$ cat src/rtl/core/mrt_pkg.sv
// Package with the constants, codes and record types of the mapped range table.
`timescale 1ns / 1ps
`default_nettype none

package mrt_pkg;

  localparam int ENTRIES     = 16;
  localparam int ADDR_BITS   = 48;
  localparam int LEN_BITS    = 32;
  localparam int SIZE_BITS   = 48;
  localparam int OFFSET_BITS = 48;
  localparam int MIP_BITS    = 4;
  localparam int ALLOC_BITS  = 16;

  localparam int IDX_BITS = (ENTRIES > 1) ? $clog2(ENTRIES) : 1;
  localparam int CNT_BITS = $clog2(ENTRIES + 1);
  // A range end is kept exactly, with one carry bit above the wider operand.
  localparam int END_BITS = ((ADDR_BITS > LEN_BITS) ? ADDR_BITS : LEN_BITS) + 1;

  typedef enum logic [1:0] {
    OP_ADD,
    OP_FIND_EXACT,
    OP_FIND_CONTAIN,
    OP_REMOVE
  } opcode_t;

  typedef enum logic [1:0] {
    STATUS_OK,
    STATUS_OVERLAP,
    STATUS_NOT_FOUND,
    STATUS_FULL
  } status_t;

  typedef enum logic [2:0] {
    ST_IDLE,
    ST_SCAN,
    ST_ADD,
    ST_MOVE_RD,
    ST_MOVE_WR
  } state_t;

  typedef struct packed {
    logic [ADDR_BITS-1:0]   start;
    logic [END_BITS-1:0]    end_addr;
    logic [LEN_BITS-1:0]    len;
    logic                   ro;
    logic [SIZE_BITS-1:0]   size;
    logic [OFFSET_BITS-1:0] offset;
    logic [MIP_BITS-1:0]    mip;
    logic [ALLOC_BITS-1:0]  alloc;
  } entry_t;

  typedef struct packed {
    opcode_t               op;
    logic [ADDR_BITS-1:0]  addr;
    logic [END_BITS-1:0]   end_addr;
  } query_t;

endpackage

`default_nettype wire

$ cat src/rtl/core/mrt_table.sv
// Single write, single read entry store with a registered read port.
`timescale 1ns / 1ps
`default_nettype none

module mrt_table (
  input  logic                         clk,
  input  logic                         we,
  input  logic [mrt_pkg::IDX_BITS-1:0] wr_addr,
  input  mrt_pkg::entry_t              wr_data,
  input  logic [mrt_pkg::IDX_BITS-1:0] rd_addr,
  output mrt_pkg::entry_t              rd_data
);
  import mrt_pkg::*;

  entry_t mem [ENTRIES];

  always_ff @(posedge clk) begin
    if (we) begin
      mem[wr_addr] <= wr_data;
    end
    rd_data <= mem[rd_addr];
  end

endmodule

`default_nettype wire

$ cat config.mk
export PLATFORM = sky130hd
export DESIGN_NAME = mrt_table
export DESIGN_NICKNAME = d
export VERILOG_FILES = /design/src/rtl/core/mrt_pkg.sv /design/src/rtl/core/mrt_table.sv
export SDC_FILE = /design/constraint.sdc
export NUM_CORES = 2
export LEC_CHECK = 0
export BUFFER_PORTS_ARGS = -buffer_cell sky130_fd_sc_hd__buf_2
export CORE_UTILIZATION = 52
export DETAILED_ROUTE_END_ITERATION = 6
export GPL_TIMING_DRIVEN = 0
export MAX_ROUTING_LAYER = met4
export PLACE_DENSITY = 0.78
export RECOVER_POWER = 25
export SLEW_MARGIN = 20
export SYNTH_ARGS = -nofsm -noshare
export SYNTH_HDL_FRONTEND = slang
export SYNTH_SLANG_ARGS = --single-unit
$ cat constraint.sdc
create_clock -name clk -period 24 [get_ports clk]
set_input_delay 2.4 -clock clk [delete_from_list [all_inputs] [get_ports clk]]
set_output_delay 2.4 -clock clk [all_outputs]
set_load 0.03 [all_outputs]
# Word level (Yosys, flattened, before mapping)
# Memory sizes are Yosys's and may differ from the RTL's. A register that Yosys moved wholly into a read port is not among the register bits.
# Index checks and enable logic that the tools add are counted.
[classes]
mux = 2
[op_table]
columns = ["op", "n"]
rows = [
  ["1-bit 2-to-1 mux", 2],
]
[word_totals]
register_bits = 0
mem_bits_rw = 3936
elab_cells = 3
memories = 1
[memory_table]
columns = ["memory", "words", "width", "rd", "rd_clocked_by_memory_dff", "wr", "line_no", "text"]
rows = [
  ["mem", 16, 246, 1, 1, 1, "mrt_table.sv:15", "entry_t mem [ENTRIES];"],
]

# Logic depth before layout (Yosys ltp)
[depth]
depth_word = 2
mapped_depth = 8

# Worst setup path before layout
# OpenSTA, ideal clock, no wires.
[synth_path]
path_kind = "input-to-reg"
start = "input port wr_addr[2] (netlist bit)"
end = "memory mem[0][0] (netlist bit), enable pin"
arrival_ns = 19.463
required_ns = 22.842
path_slack_ns = 3.379
cell_stages = 2
path_buffers = 0
cell_sequence = "or3b_2 nor3_1"
[synth_lines]
columns = ["element", "line_no", "text"]
rows = [
  ["start, declared", "mrt_table.sv:8", "input logic [mrt_pkg::IDX_BITS-1:0] wr_addr,"],
  ["end, declared", "mrt_table.sv:15", ""],
]
# No word-level cell before the write port.

# Final worst setup path
[layout_path]
start = "input port we"
end = "memory mem[12][199] (netlist bit), enable pin"
[layout_via]
elab_chain_len = 2
[layout_lines]
columns = ["element", "line_no", "text"]
rows = [
  ["start, declared", "mrt_table.sv:7", "input logic we,"],
  ["1-bit 2-to-1 mux", "mrt_table.sv:18", "if (we) begin"],
  ["1-bit 2-to-1 mux (not written as such)", "mrt_table.sv:19", "mem[wr_addr] <= wr_data;"],
]
# No other way between the ends.

==> summary.md <==
The total nets after synthesis is 6671. The worst hold path passes through 3 cells. TritonCTS built the clock tree. Global routing finished with a remaining overflow of 0. The Yosys warning count was 0; the number of primary I/O pins was 502. The initial antenna violation count was 117; the maximum buffer depth of the clock tree was 4.

Headroom to the max-slew limit came out at 18.3%. Net switching is 22.0% of the power. Clock latency on the worst-skew pair, taken at its later pin, is 0.98 ns. Routed wire length per instance: 33.8 um. Before CTS, the worst setup slack after placement is 18.08 ns. Setup repair after global routing left no endpoint under its margin. The logs give 0.0000725 V for the worst-case vdd ir drop and 0 for the buffers inserted during post-CTS setup optimization.

The die covers 296000 um2. Entering global routing, the biggest net connects 23 pins. A synthesized cell averages 23.8 um2. For this run, the total global-route usage over all layers was measured as 28.2%. For the endpoint arrival time on the critical path, the log shows 5.64 ns. The via count of the first global-routing pass is 77700.

During placement, the flow inserted port buffers numbering 499. The run gives 0 as the total of hold buffers inserted after clock tree synthesis. The biggest area consumer among synthesized cells is edfxtp_1. The core footprint was 291000 um2. The floorplan has 198 rows. Path type of the worst min-delay path: flop to flop.

After layout, the worst path uses 20.7% of the clock period. The run gives 0.201 GHz as the highest clock rate. Of the total power, registers draw 52.7%. Adding up every negative setup slack in the final design gives 0 ns.

Worst clock skew: 0.0610 ns. The logs give 153000 um2 for the area of the mapped netlist and 0.756 for the routability congestion estimate. The cell depth of the worst flop-to-flop path works out to 3. The remaining antenna violation count after routing is 0, and the number of failing setup endpoints in the final timing report is 0. Once routing completed, OpenROAD measured the worst setup slack at 19.02 ns.

The type of element capturing the critical path was a flop. The post-route netlist has 31.7% of its cells at a drive strength greater than 1. For the proportion of synthesized chip area in sequential cells, the log shows 80.7%. The root buffer cell was clkbuf_16. The number of non-filler instances in the completed layout is 12100. For this run, design rule violations remaining after detail routing come to 0. The worst path needs 4.98 ns of the cycle, external delays included. The placed cell count came out at 11200. Data on the critical path is required at its endpoint by 24.66 ns.

For the net switching component of the power, the log shows 3450 uW. The number of sinks driven by the clock tree is 4182, and the number of synthesized register bits is 4182. The first TritonRoute pass finished after 7 iterations. The via total after detailed routing was 76900.

Synthesis produced a netlist whose cell count is 6415. The total of cells resized after clock tree synthesis came out at 0. Leaving out fill and tap cells, the most frequent cell in the layout is edfxtp_1.

The global-route wire length before repair came out at 569 mm. The clock network burns 41.7% of the power. For this configuration, the core starts out at a cell density of 52.4%. The final hold violation count was 0; the largest driver fanout on the critical path was 8. In this run, distinct cell masters in the synthesized netlist total 27. Per-cell via count in the routed design: 6.38.

Internal power component: 12200 uW. The flow ran to the end, and the final reports show no timing, DRC or antenna violations. In this run the vertical extent of the chip is 544 um.

The worst setup path is of the primary input to flop kind. Across the run, the number of max-cap violations was 0. Clock-pin slew was measured on the worst setup and hold paths at 0.06 ns. STA classifies the critical path startpoint as a primary input. Sorting the synthesized cells by area gives the leading types as edfxtp_1, mux4_2, dfxtp_1.

The deepest level of the CTS H-tree was 5; the total power divided by cell area was 87.1 nW/um2. The logs give 0.636 ns for the worst slack on hold paths and 11600 for the iteration-0 DRC count of the detailed router. The library cells used most frequently in the layout, excluding fill and tap cells, are edfxtp_1, mux4_2, a22oi_1, clkbuf_16, clkbuf_1. Detailed placement finished with a half-perimeter wire length of 258 mm.

The combinational fraction of design power was 5.7%. Compared with the post-synthesis result, the final layout area differs by 17.8%. The x dimension of the die works out to 544 um.

Summed over all cells, the static leakage comes to 0.0581 uW. At the pin with the least slew margin, the transition time is 1.23 ns. The number of clock buffers added by TritonCTS is 412.

Wires add up to 407 mm. Counting the fill cells in the layout gives 18900. The final layout contains 7944 nets. The area share of the largest cell type after synthesis is 77.5%. The tools report the final-report max-slew violation count as 0.
worst paths after layout:
check	startpoint	endpoint	slack (ns)
hold / removal	mem[12][166]$_DFFE_PP_	rd_data[166]$_DFF_P_	0.64
hold reg to reg	mem[12][166]$_DFFE_PP_	rd_data[166]$_DFF_P_	0.64
setup / recovery	we	mem[12][199]$_DFFE_PP_	19.02
setup reg to reg	mem[0][45]$_DFFE_PP_	rd_data[45]$_DFF_P_	22.45
worst max-delay path: stages:
cell and delay, ns:
buf_2 0.11, nand3_1 0.31, nor3_2 0.71, buf_4 0.34, buf_4 0.25, buf_4 0.26, buf_6 0.18, buf_4 0.22
buf_4 0.23, buf_4 0.23, buf_6 0.18, buf_4 0.19
sequential cells by signal, indices dropped and copies added (netlist names):
signal   count
rd_data    246
mem       3936
power by group through the flow:
stage / Clock [uW] / Combinational, uW / Sequential [uW]
4_1_cts: 6570 / 893 / 8240
3_5_place_dp: 0 / 882 / 8390
5_1_grt: 6850 / 928 / 8250
2_1_floorplan: 0 / 393 / 8490
6_report: 6520 / 886 / 8240
3_3_place_gp: 0 / 816 / 8470
stage by stage:
step                util, %  instance area (um2)  total power, uW
floorplan                 -               153000             8880
global placement       54.9               160000             9280
detailed placement     56.9               166000             9270
CTS                    61.7               180000            15700
global route           61.7               180000            16000
finish                 61.7               180000            15700
synthesized netlist by cell type, drive strengths merged:
cell type / n
edfxtp: 3936
mux4: 919
a22oi: 418
dfxtp: 246
buf: 201
nand2: 183
clkbuf: 141
mux2: 121
mux2i: 45
nor2b: 44
o221ai: 38
nand2b: 31
o21ai: 29
a221oi: 27
nor2: 15
o22a: 9
nor3: 4
and2: 3
nand3b: 2
nand3: 1
or2: 1
or3b: 1
routing by layer:
layer	wire length (um)	vias to the layer above	track usage (%)	part of all wire, %
li1	-	30100	-	-
met1	145000	40400	37.2	36
met2	196000	5661	43.4	48
met3	50100	779	6.36	12
met4	15700	0	10.7	3.9
met5	0	-	-	0
logic make-up (layout without fill, tap and decap cells):
family	count (synthesis)	count (layout)	synth area share, %
and+or+nand+nor	285	285	0.845
other	0	108	0
buffers and inverters	342	1974	1.13
muxes	1085	1085	14.8
AOI/OAI and AO/OA	521	521	2.58
DFF	4182	4182	80.7
final cells by class:
type | count | area (um2) | share of cell area [%]
flip-flops and latches | 4182 | 123000 | 68.5
multi-input cells | 1891 | 27800 | 15.5
clock buffers | 572 | 11500 | 6.42
repair buffers | 859 | 8100 | 4.50
well taps | 3900 | 4880 | 2.71
clock inverters | 201 | 2280 | 1.27
plain buffers | 342 | 1730 | 0.964
diodes | 108 | 270 | 0.150
No activity file was read; power rests on OpenSTA's default activity.
