<file path="src/rtl/core/mrt_pkg.sv">
// Package with the constants, codes and record types of the mapped range table.
`timescale 1ns / 1ps
`default_nettype none

package mrt_pkg;

  localparam int ENTRIES     = 16;
  localparam int ADDR_BITS   = 48;
  localparam int LEN_BITS    = 32;
  localparam int SIZE_BITS   = 48;
  localparam int OFFSET_BITS = 48;
  localparam int MIP_BITS    = 4;
  localparam int ALLOC_BITS  = 16;

  localparam int IDX_BITS = (ENTRIES > 1) ? $clog2(ENTRIES) : 1;
  localparam int CNT_BITS = $clog2(ENTRIES + 1);
  // A range end is kept exactly, with one carry bit above the wider operand.
  localparam int END_BITS = ((ADDR_BITS > LEN_BITS) ? ADDR_BITS : LEN_BITS) + 1;

  typedef enum logic [1:0] {
    OP_ADD,
    OP_FIND_EXACT,
    OP_FIND_CONTAIN,
    OP_REMOVE
  } opcode_t;

  typedef enum logic [1:0] {
    STATUS_OK,
    STATUS_OVERLAP,
    STATUS_NOT_FOUND,
    STATUS_FULL
  } status_t;

  typedef enum logic [2:0] {
    ST_IDLE,
    ST_SCAN,
    ST_ADD,
    ST_MOVE_RD,
    ST_MOVE_WR
  } state_t;

  typedef struct packed {
    logic [ADDR_BITS-1:0]   start;
    logic [END_BITS-1:0]    end_addr;
    logic [LEN_BITS-1:0]    len;
    logic                   ro;
    logic [SIZE_BITS-1:0]   size;
    logic [OFFSET_BITS-1:0] offset;
    logic [MIP_BITS-1:0]    mip;
    logic [ALLOC_BITS-1:0]  alloc;
  } entry_t;

  typedef struct packed {
    opcode_t               op;
    logic [ADDR_BITS-1:0]  addr;
    logic [END_BITS-1:0]   end_addr;
  } query_t;

endpackage

`default_nettype wire

</file>
<file path="src/rtl/core/mrt_match.sv">
// Shared compare unit: tests one stored entry against the current request.
`timescale 1ns / 1ps
`default_nettype none

module mrt_match (
  input  mrt_pkg::query_t query,
  input  mrt_pkg::entry_t entry,
  output logic            match
);
  import mrt_pkg::*;

  logic [END_BITS-1:0] q_start;
  logic [END_BITS-1:0] e_start;

  assign q_start = END_BITS'(query.addr);
  assign e_start = END_BITS'(entry.start);

  always_comb begin
    case (query.op)
      // A new range that ends where a stored one starts counts as overlap, hence the inclusive upper test.
      OP_ADD:          match = (q_start < entry.end_addr) && (query.end_addr >= e_start);
      OP_FIND_EXACT:   match = (entry.start == query.addr);
      OP_FIND_CONTAIN: match = (e_start <= q_start) && (entry.end_addr >= query.end_addr);
      OP_REMOVE:       match = (entry.start == query.addr);
      default:         match = 1'b0;
    endcase
  end

endmodule

`default_nettype wire

</file>
<file path="config.mk">
export PLATFORM = sky130hd
export DESIGN_NAME = mrt_match
export DESIGN_NICKNAME = d
export VERILOG_FILES = /design/src/rtl/core/mrt_pkg.sv /design/src/rtl/core/mrt_match.sv
export SDC_FILE = /design/constraint.sdc
export NUM_CORES = 1
export LEC_CHECK = 0
export BUFFER_PORTS_ARGS = -buffer_cell sky130_fd_sc_hd__buf_2
export CORE_MARGIN = 3
export CORE_UTILIZATION = 30
export DETAILED_ROUTE_END_ITERATION = 10
export PLACE_DENSITY = 0.71
export SYNTH_ARGS = -nofsm -noshare
export SYNTH_HDL_FRONTEND = slang
export SYNTH_SLANG_ARGS = --single-unit
</file>
<file path="constraint.sdc">
create_clock -name vclk -period 5.2
set_clock_uncertainty 0.05 [all_clocks]
set_input_delay 0.78 -clock vclk [all_inputs]
set_output_delay 0.78 -clock vclk [all_outputs]
set_load 0.005 [all_outputs]
</file>
; Word level (Yosys, flattened, before mapping)
; Index checks and enable logic that the tools add are counted.
; Widths: inputs -> output; s select.
[totals]
register_bits = 0
word_cells = 13
inputBits = 345
out_inout_bits = 1
[classes]
mux = 1
reduce_logical = 4
eq_ne = 4
magnitude_cmp = 4
[op_table]
columns = cell, count
row1 = $ge 49x48->1, 1
row2 = $ge 49x49->1, 1
row3 = $lt 48x49->1, 1
row4 = $eq 48x48->1, 1
row5 = $le 48x48->1, 1
row6 = $eq 2x2->1 const B, 2
row7 = $pmux 1 s3, 1
row8 = $eq 2x1->1 const B, 1
row9 = $logic_and 1x1->1, 2
row10 = $logic_not 2->1, 1
row11 = $reduce_or 2->1, 1

; Logic depth before layout (Yosys ltp)
; Gate-level depths: netlist of the first run.
[depth]
depth_word = 3
ltp_mapped = 9
mapped_depth_nobuf = 9

; Worst setup path after synthesis of the first run
; Ideal clock, no wire load.
[synth_path]
kind = input -> output
start = input port entry[222] (netlist bit)
end = output port match
t_required_ns = 4.370
stages = 9
setup_slack_ns = 1.730
n_path_buf = 0
arrival_ns = 2.640
path_cell_list = inv_1 ha_1 nand4_2 or4_4 nor4_2 o31a_1 a211oi_1 nor4b_2 a32o_1
[synth_via]
elab_chain_len = 3
word_cells_on_any_way = 6
cone_classes = order compare: 2 / eq/ne: 1 / mux: 1 / reduce/logical: 2
[synth_rtl]
columns = item, line_no
row1 = start: declaration, mrt_match.sv:7  ; input mrt_pkg::entry_t entry,
row2 = $ge 49x48->1 or $le 48x48->1 (tied branches), "mrt_match.sv:21, mrt_match.sv:23"
row3 = "$logic_and 1x1->1, on equally long branches", "mrt_match.sv:21, mrt_match.sv:23"
row4 = $pmux 1 s3 (*), mrt_match.sv:19  ; case (query.op)
row5 = end: declaration, mrt_match.sv:8  ; output logic match
; Every way passes the cells marked *; elsewhere a longest branch is shown, timed or not.

; Worst setup path after layout of the first run
[layout_path]
start = input port query[92] (netlist bit)
end = output port match
[layout_via]
elab_chain_len = 3
word_cells_on_any_way = 6
cone_classes = order compare: 2 / eq/ne: 1 / mux: 1 / reduce/logical: 2
[layout_rtl]
columns = item, line_no
row1 = start: declaration, mrt_match.sv:6  ; input mrt_pkg::query_t query,
row2 = $lt 48x49->1 or $le 48x48->1 (tied branches), "mrt_match.sv:21, mrt_match.sv:23"
row3 = "$logic_and 1x1->1, on equally long branches", "mrt_match.sv:21, mrt_match.sv:23"
row4 = $pmux 1 s3 (*), mrt_match.sv:19
; Marked as above.

==> results of run 1 <==
[cell type report]
cell class / count / area [um2]
Inverter: 197 / 739.5
Tap cell: 211 / 264.0
Multi-Input combinational cell: 470 / 4093
Antenna cell: 1 / 2.502
Timing Repair Buffer: 197 / 985.9
Fill cell: 1640 / 9399
[stage by stage]
step	utilization	instance area [um2]
floorplan	-	4832
global placement	0.3928	6082
detailed placement	0.3928	6082
CTS	0.3928	6082
global route	0.3930	6085
finish	0.3930	6085
[Yosys cell counts, types with 2 or more instances]
library cell    n  area, um2
a211oi_1       11      82.58
a21oi_1        60      300.3
nand3_1        10      50.05
o21ai_1         2      10.01
nand4b_1        2      17.52
o21ai_0        22      110.1
inv_1         197      739.5
a21o_1         40      300.3
nor2_1         16      60.06
a221oi_1        3      26.28
or4_1           3      22.52
nor4_1          3      18.77
nand2_1        23      86.33
nor3_1          6      30.03
nor2b_1         6      37.54
a211o_1         2      17.52
o2111ai_1       2      17.52
ha_1          192       2402
a2111oi_0       3      26.28
o211ai_1        7      52.55
nand4_2         2      25.02
and4_1          3      26.28
nand4_1        36      225.2
o211a_1         2      20.02
[worst paths after layout]
kind	slack (ps)	from	cells after the start	end
setup / recovery	1190	query[92]	11	match
hold / removal	2180	query[98]	6	match
[kinds of logic (layout without fill, tap and decap cells)]
group,Yosys count,count (layout),synth area share
buffers and inverters,197,394,0.1530
adders and majority gates,192,192,0.4972
AOI/OAI and AO/OA,161,161,0.2116
and+or+nand+nor,117,117,0.1383
other,0,1,0
[per-layer routing]
metal  vias to the layer above  track usage  wire length (um)
met3                        16      0.03536              1187
met5                         -            0                55
li1                       2744            -                 -
met1                      2231       0.2102              6748
met4                         8     0.008083               110
met2                       158       0.3002              6891
[critical path, cell delays in order]
cell     delay [ps]
buf_2           100
inv_1            40
ha_1            310
nand4_1         200
nor4_1          500
nand4_1         170
or4_1           460
nor2b_1         160
a22oi_1         140
a32o_1          180
buf_2           130
[where the power goes]
part	leakage (nW)	internal, mW	total, mW	switching [mW]
Combinational	3.99	0.202	0.429	0.227
Clock	0.00000634	0.0000000257	0.0000000257	0
Sequential	0	0	0	0
==> reports/metrics.csv, run 1 <==
metric,value,unit
outcome,"finished, final reports clean",
"Slew Viols, Final",0,
Post-CTS Setup Bufs,0,
WL final,14.99,mm
core box area,15480,um2
crit-path max FO,3,
Worst Tran Pin Value,688.9,ps
Post-route DRC,0,
DRT iter0 DRCs,129,
fin cells,1076,
Slew Limit Headroom,0.5288,
CP Class,input pin to output pin,
TNS Setup,0,ps
Worst setup EP type,output pin,
Die Span Y,132.9,um
Final Hold Viols,0,
Mapped Nets,1204,
layout cells sized above 1,0.2338,
Pre-Repair DR Iteration Count,4,
PwrDens,70.43,nW/um2
Power Total,428.5,uW
io pins,346,
initial core utilization,0.3121,
Worst VDD drop,30.55,uV
Routability Congestion,0.8633,
fin nets,1403,
post-route ant nets,0,
Placed Instances,1075,
Post-CTS Hold Fix Bufs,0,
Max-cap violations,0,
"Avg Cell Area, Syn",7.245,um2
setup ws final,1193,ps
fin crit period,4007,ps
register area,0,um2
Fmax achieved,249.6,MHz
crit path launch type,input pin,
Worst EP required,4370,ps
FP Rows,45,
vias in the first global route,5368,
largest net degree at the start of global routing,5,
post-CTS sizing,0,
most frequent cells in the layout,"inv_1, buf_2, ha_1",
CP arrival,3180,ps
clock buffers,0,
P_leak,3.994,nW
grt ovf,0,
HPWL after detailed placement,14.52,mm
Via density,4.793,
Area Overhead vs Synth,25.92,%
Hold Crit Class,input pin to output pin,
full die area,17670,um2
Netlist cell types,38,
first-pass GRT wire length,24.53,mm
Routed WL per cell,13.93,um
initial antenna violation count,5,
post-synth design cell area,4832,um2
register area share after synthesis,0,
seq_cells,0,
RSZ-0062 raised after global routing,no,
Final Cycle Share,0.7706,
Total GRT Usage,0.1654,
Die X,132.9,um
Cells after Synth,667,
synth warn,0,
WHS,2175,ps
DR vias,5157,
Setup-failing EPs final,0,
pre-CTS WS,1171,ps
PortBufs,197,
(Power assumes the default switching activity.)
==> run 2, diff against run 1 <==
--- a/config.mk
+++ b/config.mk
@@ -5,6 +5,7 @@
 export SDC_FILE = /design/constraint.sdc
 export NUM_CORES = 1
 export LEC_CHECK = 0
+export ABC_AREA = 1
 export BUFFER_PORTS_ARGS = -buffer_cell sky130_fd_sc_hd__buf_2
 export CORE_MARGIN = 3
 export CORE_UTILIZATION = 30
==> constraint.sdc (replaced) <==
create_clock -name vclk -period 3.5
set_clock_uncertainty 0.05 [all_clocks]
set_input_delay 0.525 -clock vclk [all_inputs]
set_output_delay 0.525 -clock vclk [all_outputs]
set_load 0.005 [all_outputs]
==> reports/metrics.csv, run 2 <==
metric,value,unit,change
layout cells sized above 1,0.2007,,-0.03307
post-route ant nets,0,,unchanged
Die X,140.6,um,+5.8%
crit path launch type,input pin,,
fin crit period,2718,ps,
compound-gate portion of the synthesized area,0.1015,,-0.1101
P_leak,4.497,nW,+13%
Post-CTS Setup Bufs,0,,unchanged
full die area,19780,um2,+12%
register area share after synthesis,0,,unchanged
largest family of logic cells by synthesized area,adder cells,,
post-synth design cell area,5438,um2,+13%
Hold Path Sink,match,,
Total GRT Usage,0.1598,,-0.005672
Die Span Y,140.6,um,+5.8%
"Slew Viols, Final",0,,unchanged
RSZ-0062 raised after global routing,no,,
Pre-Repair DR Iteration Count,6,,+2
PwrDens,105.2,nW/um2,+49%
Simple-Gate Fraction of Synth Area,0.2814,,+0.1431
Hold Crit Depth,5,,-1
DR vias,5936,,+15%
GR met2 Demand/Resource,0.2760,,-0.02427
post-CTS sizing,0,,unchanged
ranking of synthesized cells by area,"ha_1, inv_1, nand2_1, a21oi_1, nor2_1",,
Synth Area in Adders,0.4418,,-0.05537
Commonest cells post-synth,"inv_1, nand2_1, ha_1",,
min-delay src,query[98],,
core box area,17540,um2,+13%
TNS Setup,0,ps,unchanged
Slew Limit Headroom,0.8070,,+0.2782
area share of the largest cell type after synthesis,0.4418,,-0.05537
outcome,"finished, final reports clean",,
initial core utilization,0.3101,,-0.002007
first-pass GRT wire length,26.10,mm,+6.4%
Mapped Nets,1446,,+20%
Hold Crit Class,input pin to output pin,,
clock buffers,0,,unchanged
synth warn,0,,unchanged
seq_cells,0,,unchanged
Netlist cell types,27,,-29%
HPWL after detailed placement,15.75,mm,+8.5%
Worst VDD drop,43.96,uV,+44%
Cells after Synth,909,,+36%
Via density,4.453,,-7.1%
global routing met1 resource utilization,0.2189,,+0.008768
CP Class,input pin to output pin,,
Worst EP required,2920,ps,-1450 ps
Routed WL per cell,12.30,um,-12%
"Avg Cell Area, Syn",5.982,um2,-17%
Final Cycle Share,0.7767,,
XOR/XNOR Fraction of Synth Area,0,,unchanged
FP Rows,48,,+6.7%
Fmax achieved,367.9,MHz,
Filler cells,1995,,+22%
Routability Congestion,0.8797,,+1.9%
CP arrival,2140,ps,-1040 ps
"commonest non-fill, non-tap cell in the layout",inv_1,,
post-synthesis mux area share,0,,unchanged
WL final,16.40,mm,+9.4%
GRT met3 Usage,0.02171,,-0.01365
fin nets,1645,,+17%
Max-cap violations,0,,unchanged
most frequent cells in the layout,"inv_1, nand2_1, buf_2",,
Worst Tran Pin Value,286.5,ps,-402.5 ps
PortBufs,197,,unchanged
Post-CTS Hold Fix Bufs,0,,unchanged
busiest grt layer,met2,,
largest net degree at the start of global routing,5,,unchanged
vias in the first global route,5674,,+5.7%
"area leader, netlist",ha_1,,
grt ovf,0,,unchanged
Setup-failing EPs final,0,,unchanged
Final Hold Viols,0,,unchanged
cell with the most instances after synthesis,inv_1,,
"Core Util, Final",0.3826,,-0.01034
io pins,346,,unchanged
Post-route DRC,0,,unchanged
Worst setup EP type,output pin,,
DRT iter0 DRCs,125,,-3.1%
register area,0,um2,unchanged
crit-path max FO,2,,-1
Area Overhead vs Synth,23.40,%,
initial antenna violation count,6,,+1
[run 2: changes by cell type after synthesis, moves of 10 or more]
cell / change
nand2_1: +194
nor2_1: +69
inv_1: +52
a21o_1: -29
nand4_1: -26
a21oi_1: +12
nand3_1: +12
a211oi_1: -11
o21ai_0: -10
[run 2: layer usage]
layer  wire [um]  vias up
met5          46        -
met4         181       10
met3         995       22
met2        7172      159
met1        8002     2511
li1            -     3234
[run 2: worst max path at each step]
stage	cells after the start	slack (ps)	start	end
final	14	780	entry[210]	match
after global routing	14	570	entry[210]	match
after CTS	12	760	query[65]	match
after detailed placement	12	760	query[65]	match
after global placement	12	780	query[65]	match
after floorplan	13	1290	query[96]	match
[run 2: area by class of cell]
cell class         instances  area (um2)  area share
inverters                254       953.4      0.1421
repair buffers           197       985.9      0.1469
multi-input cells        655        4484      0.6683
diodes                     2       5.005   0.0007459
well taps                225       281.5     0.04195
[run 2: where the power goes]
group | leakage [nW] | internal (mW) | total [mW] | switching, mW
Clock | 0.0000127 | 0.0000000766 | 0.0000000766 | 0
Combinational | 4.50 | 0.308 | 0.706 | 0.398
Sequential | 0 | 0 | 0 | 0
[run 2: worst max-delay path, stage by stage]
cell	delay (ps)
buf_2	90
inv_1	40
ha_1	290
nand2_1	70
nor2_1	220
inv_1	70
nor2_1	140
nand4_1	110
nand3_1	150
nand2_1	90
nand3_2	80
nand3_2	60
nand2_2	60
buf_2	130
[run 2: logic make-up after synthesis]
| group | after synthesis |
|---|---|
| simple gates | 361 |
| buf+inv | 254 |
| fa+ha+maj | 192 |
| compound gates | 102 |
[run 2: stage by stage]
stage	instance area [um2]	power [mW]	hold WS, ps	instances	worst slack [ps]
finish	6710	0.7060	1400	1333	781.6
global route	6708	0.8380	1438	1332	574.8
CTS	6705	0.7155	1411	1331	764.5
detailed placement	6705	0.7103	1410	1331	763.9
global placement	6705	0.6908	1413	1331	778.6
floorplan	5438	0.4357	1145	909	1288
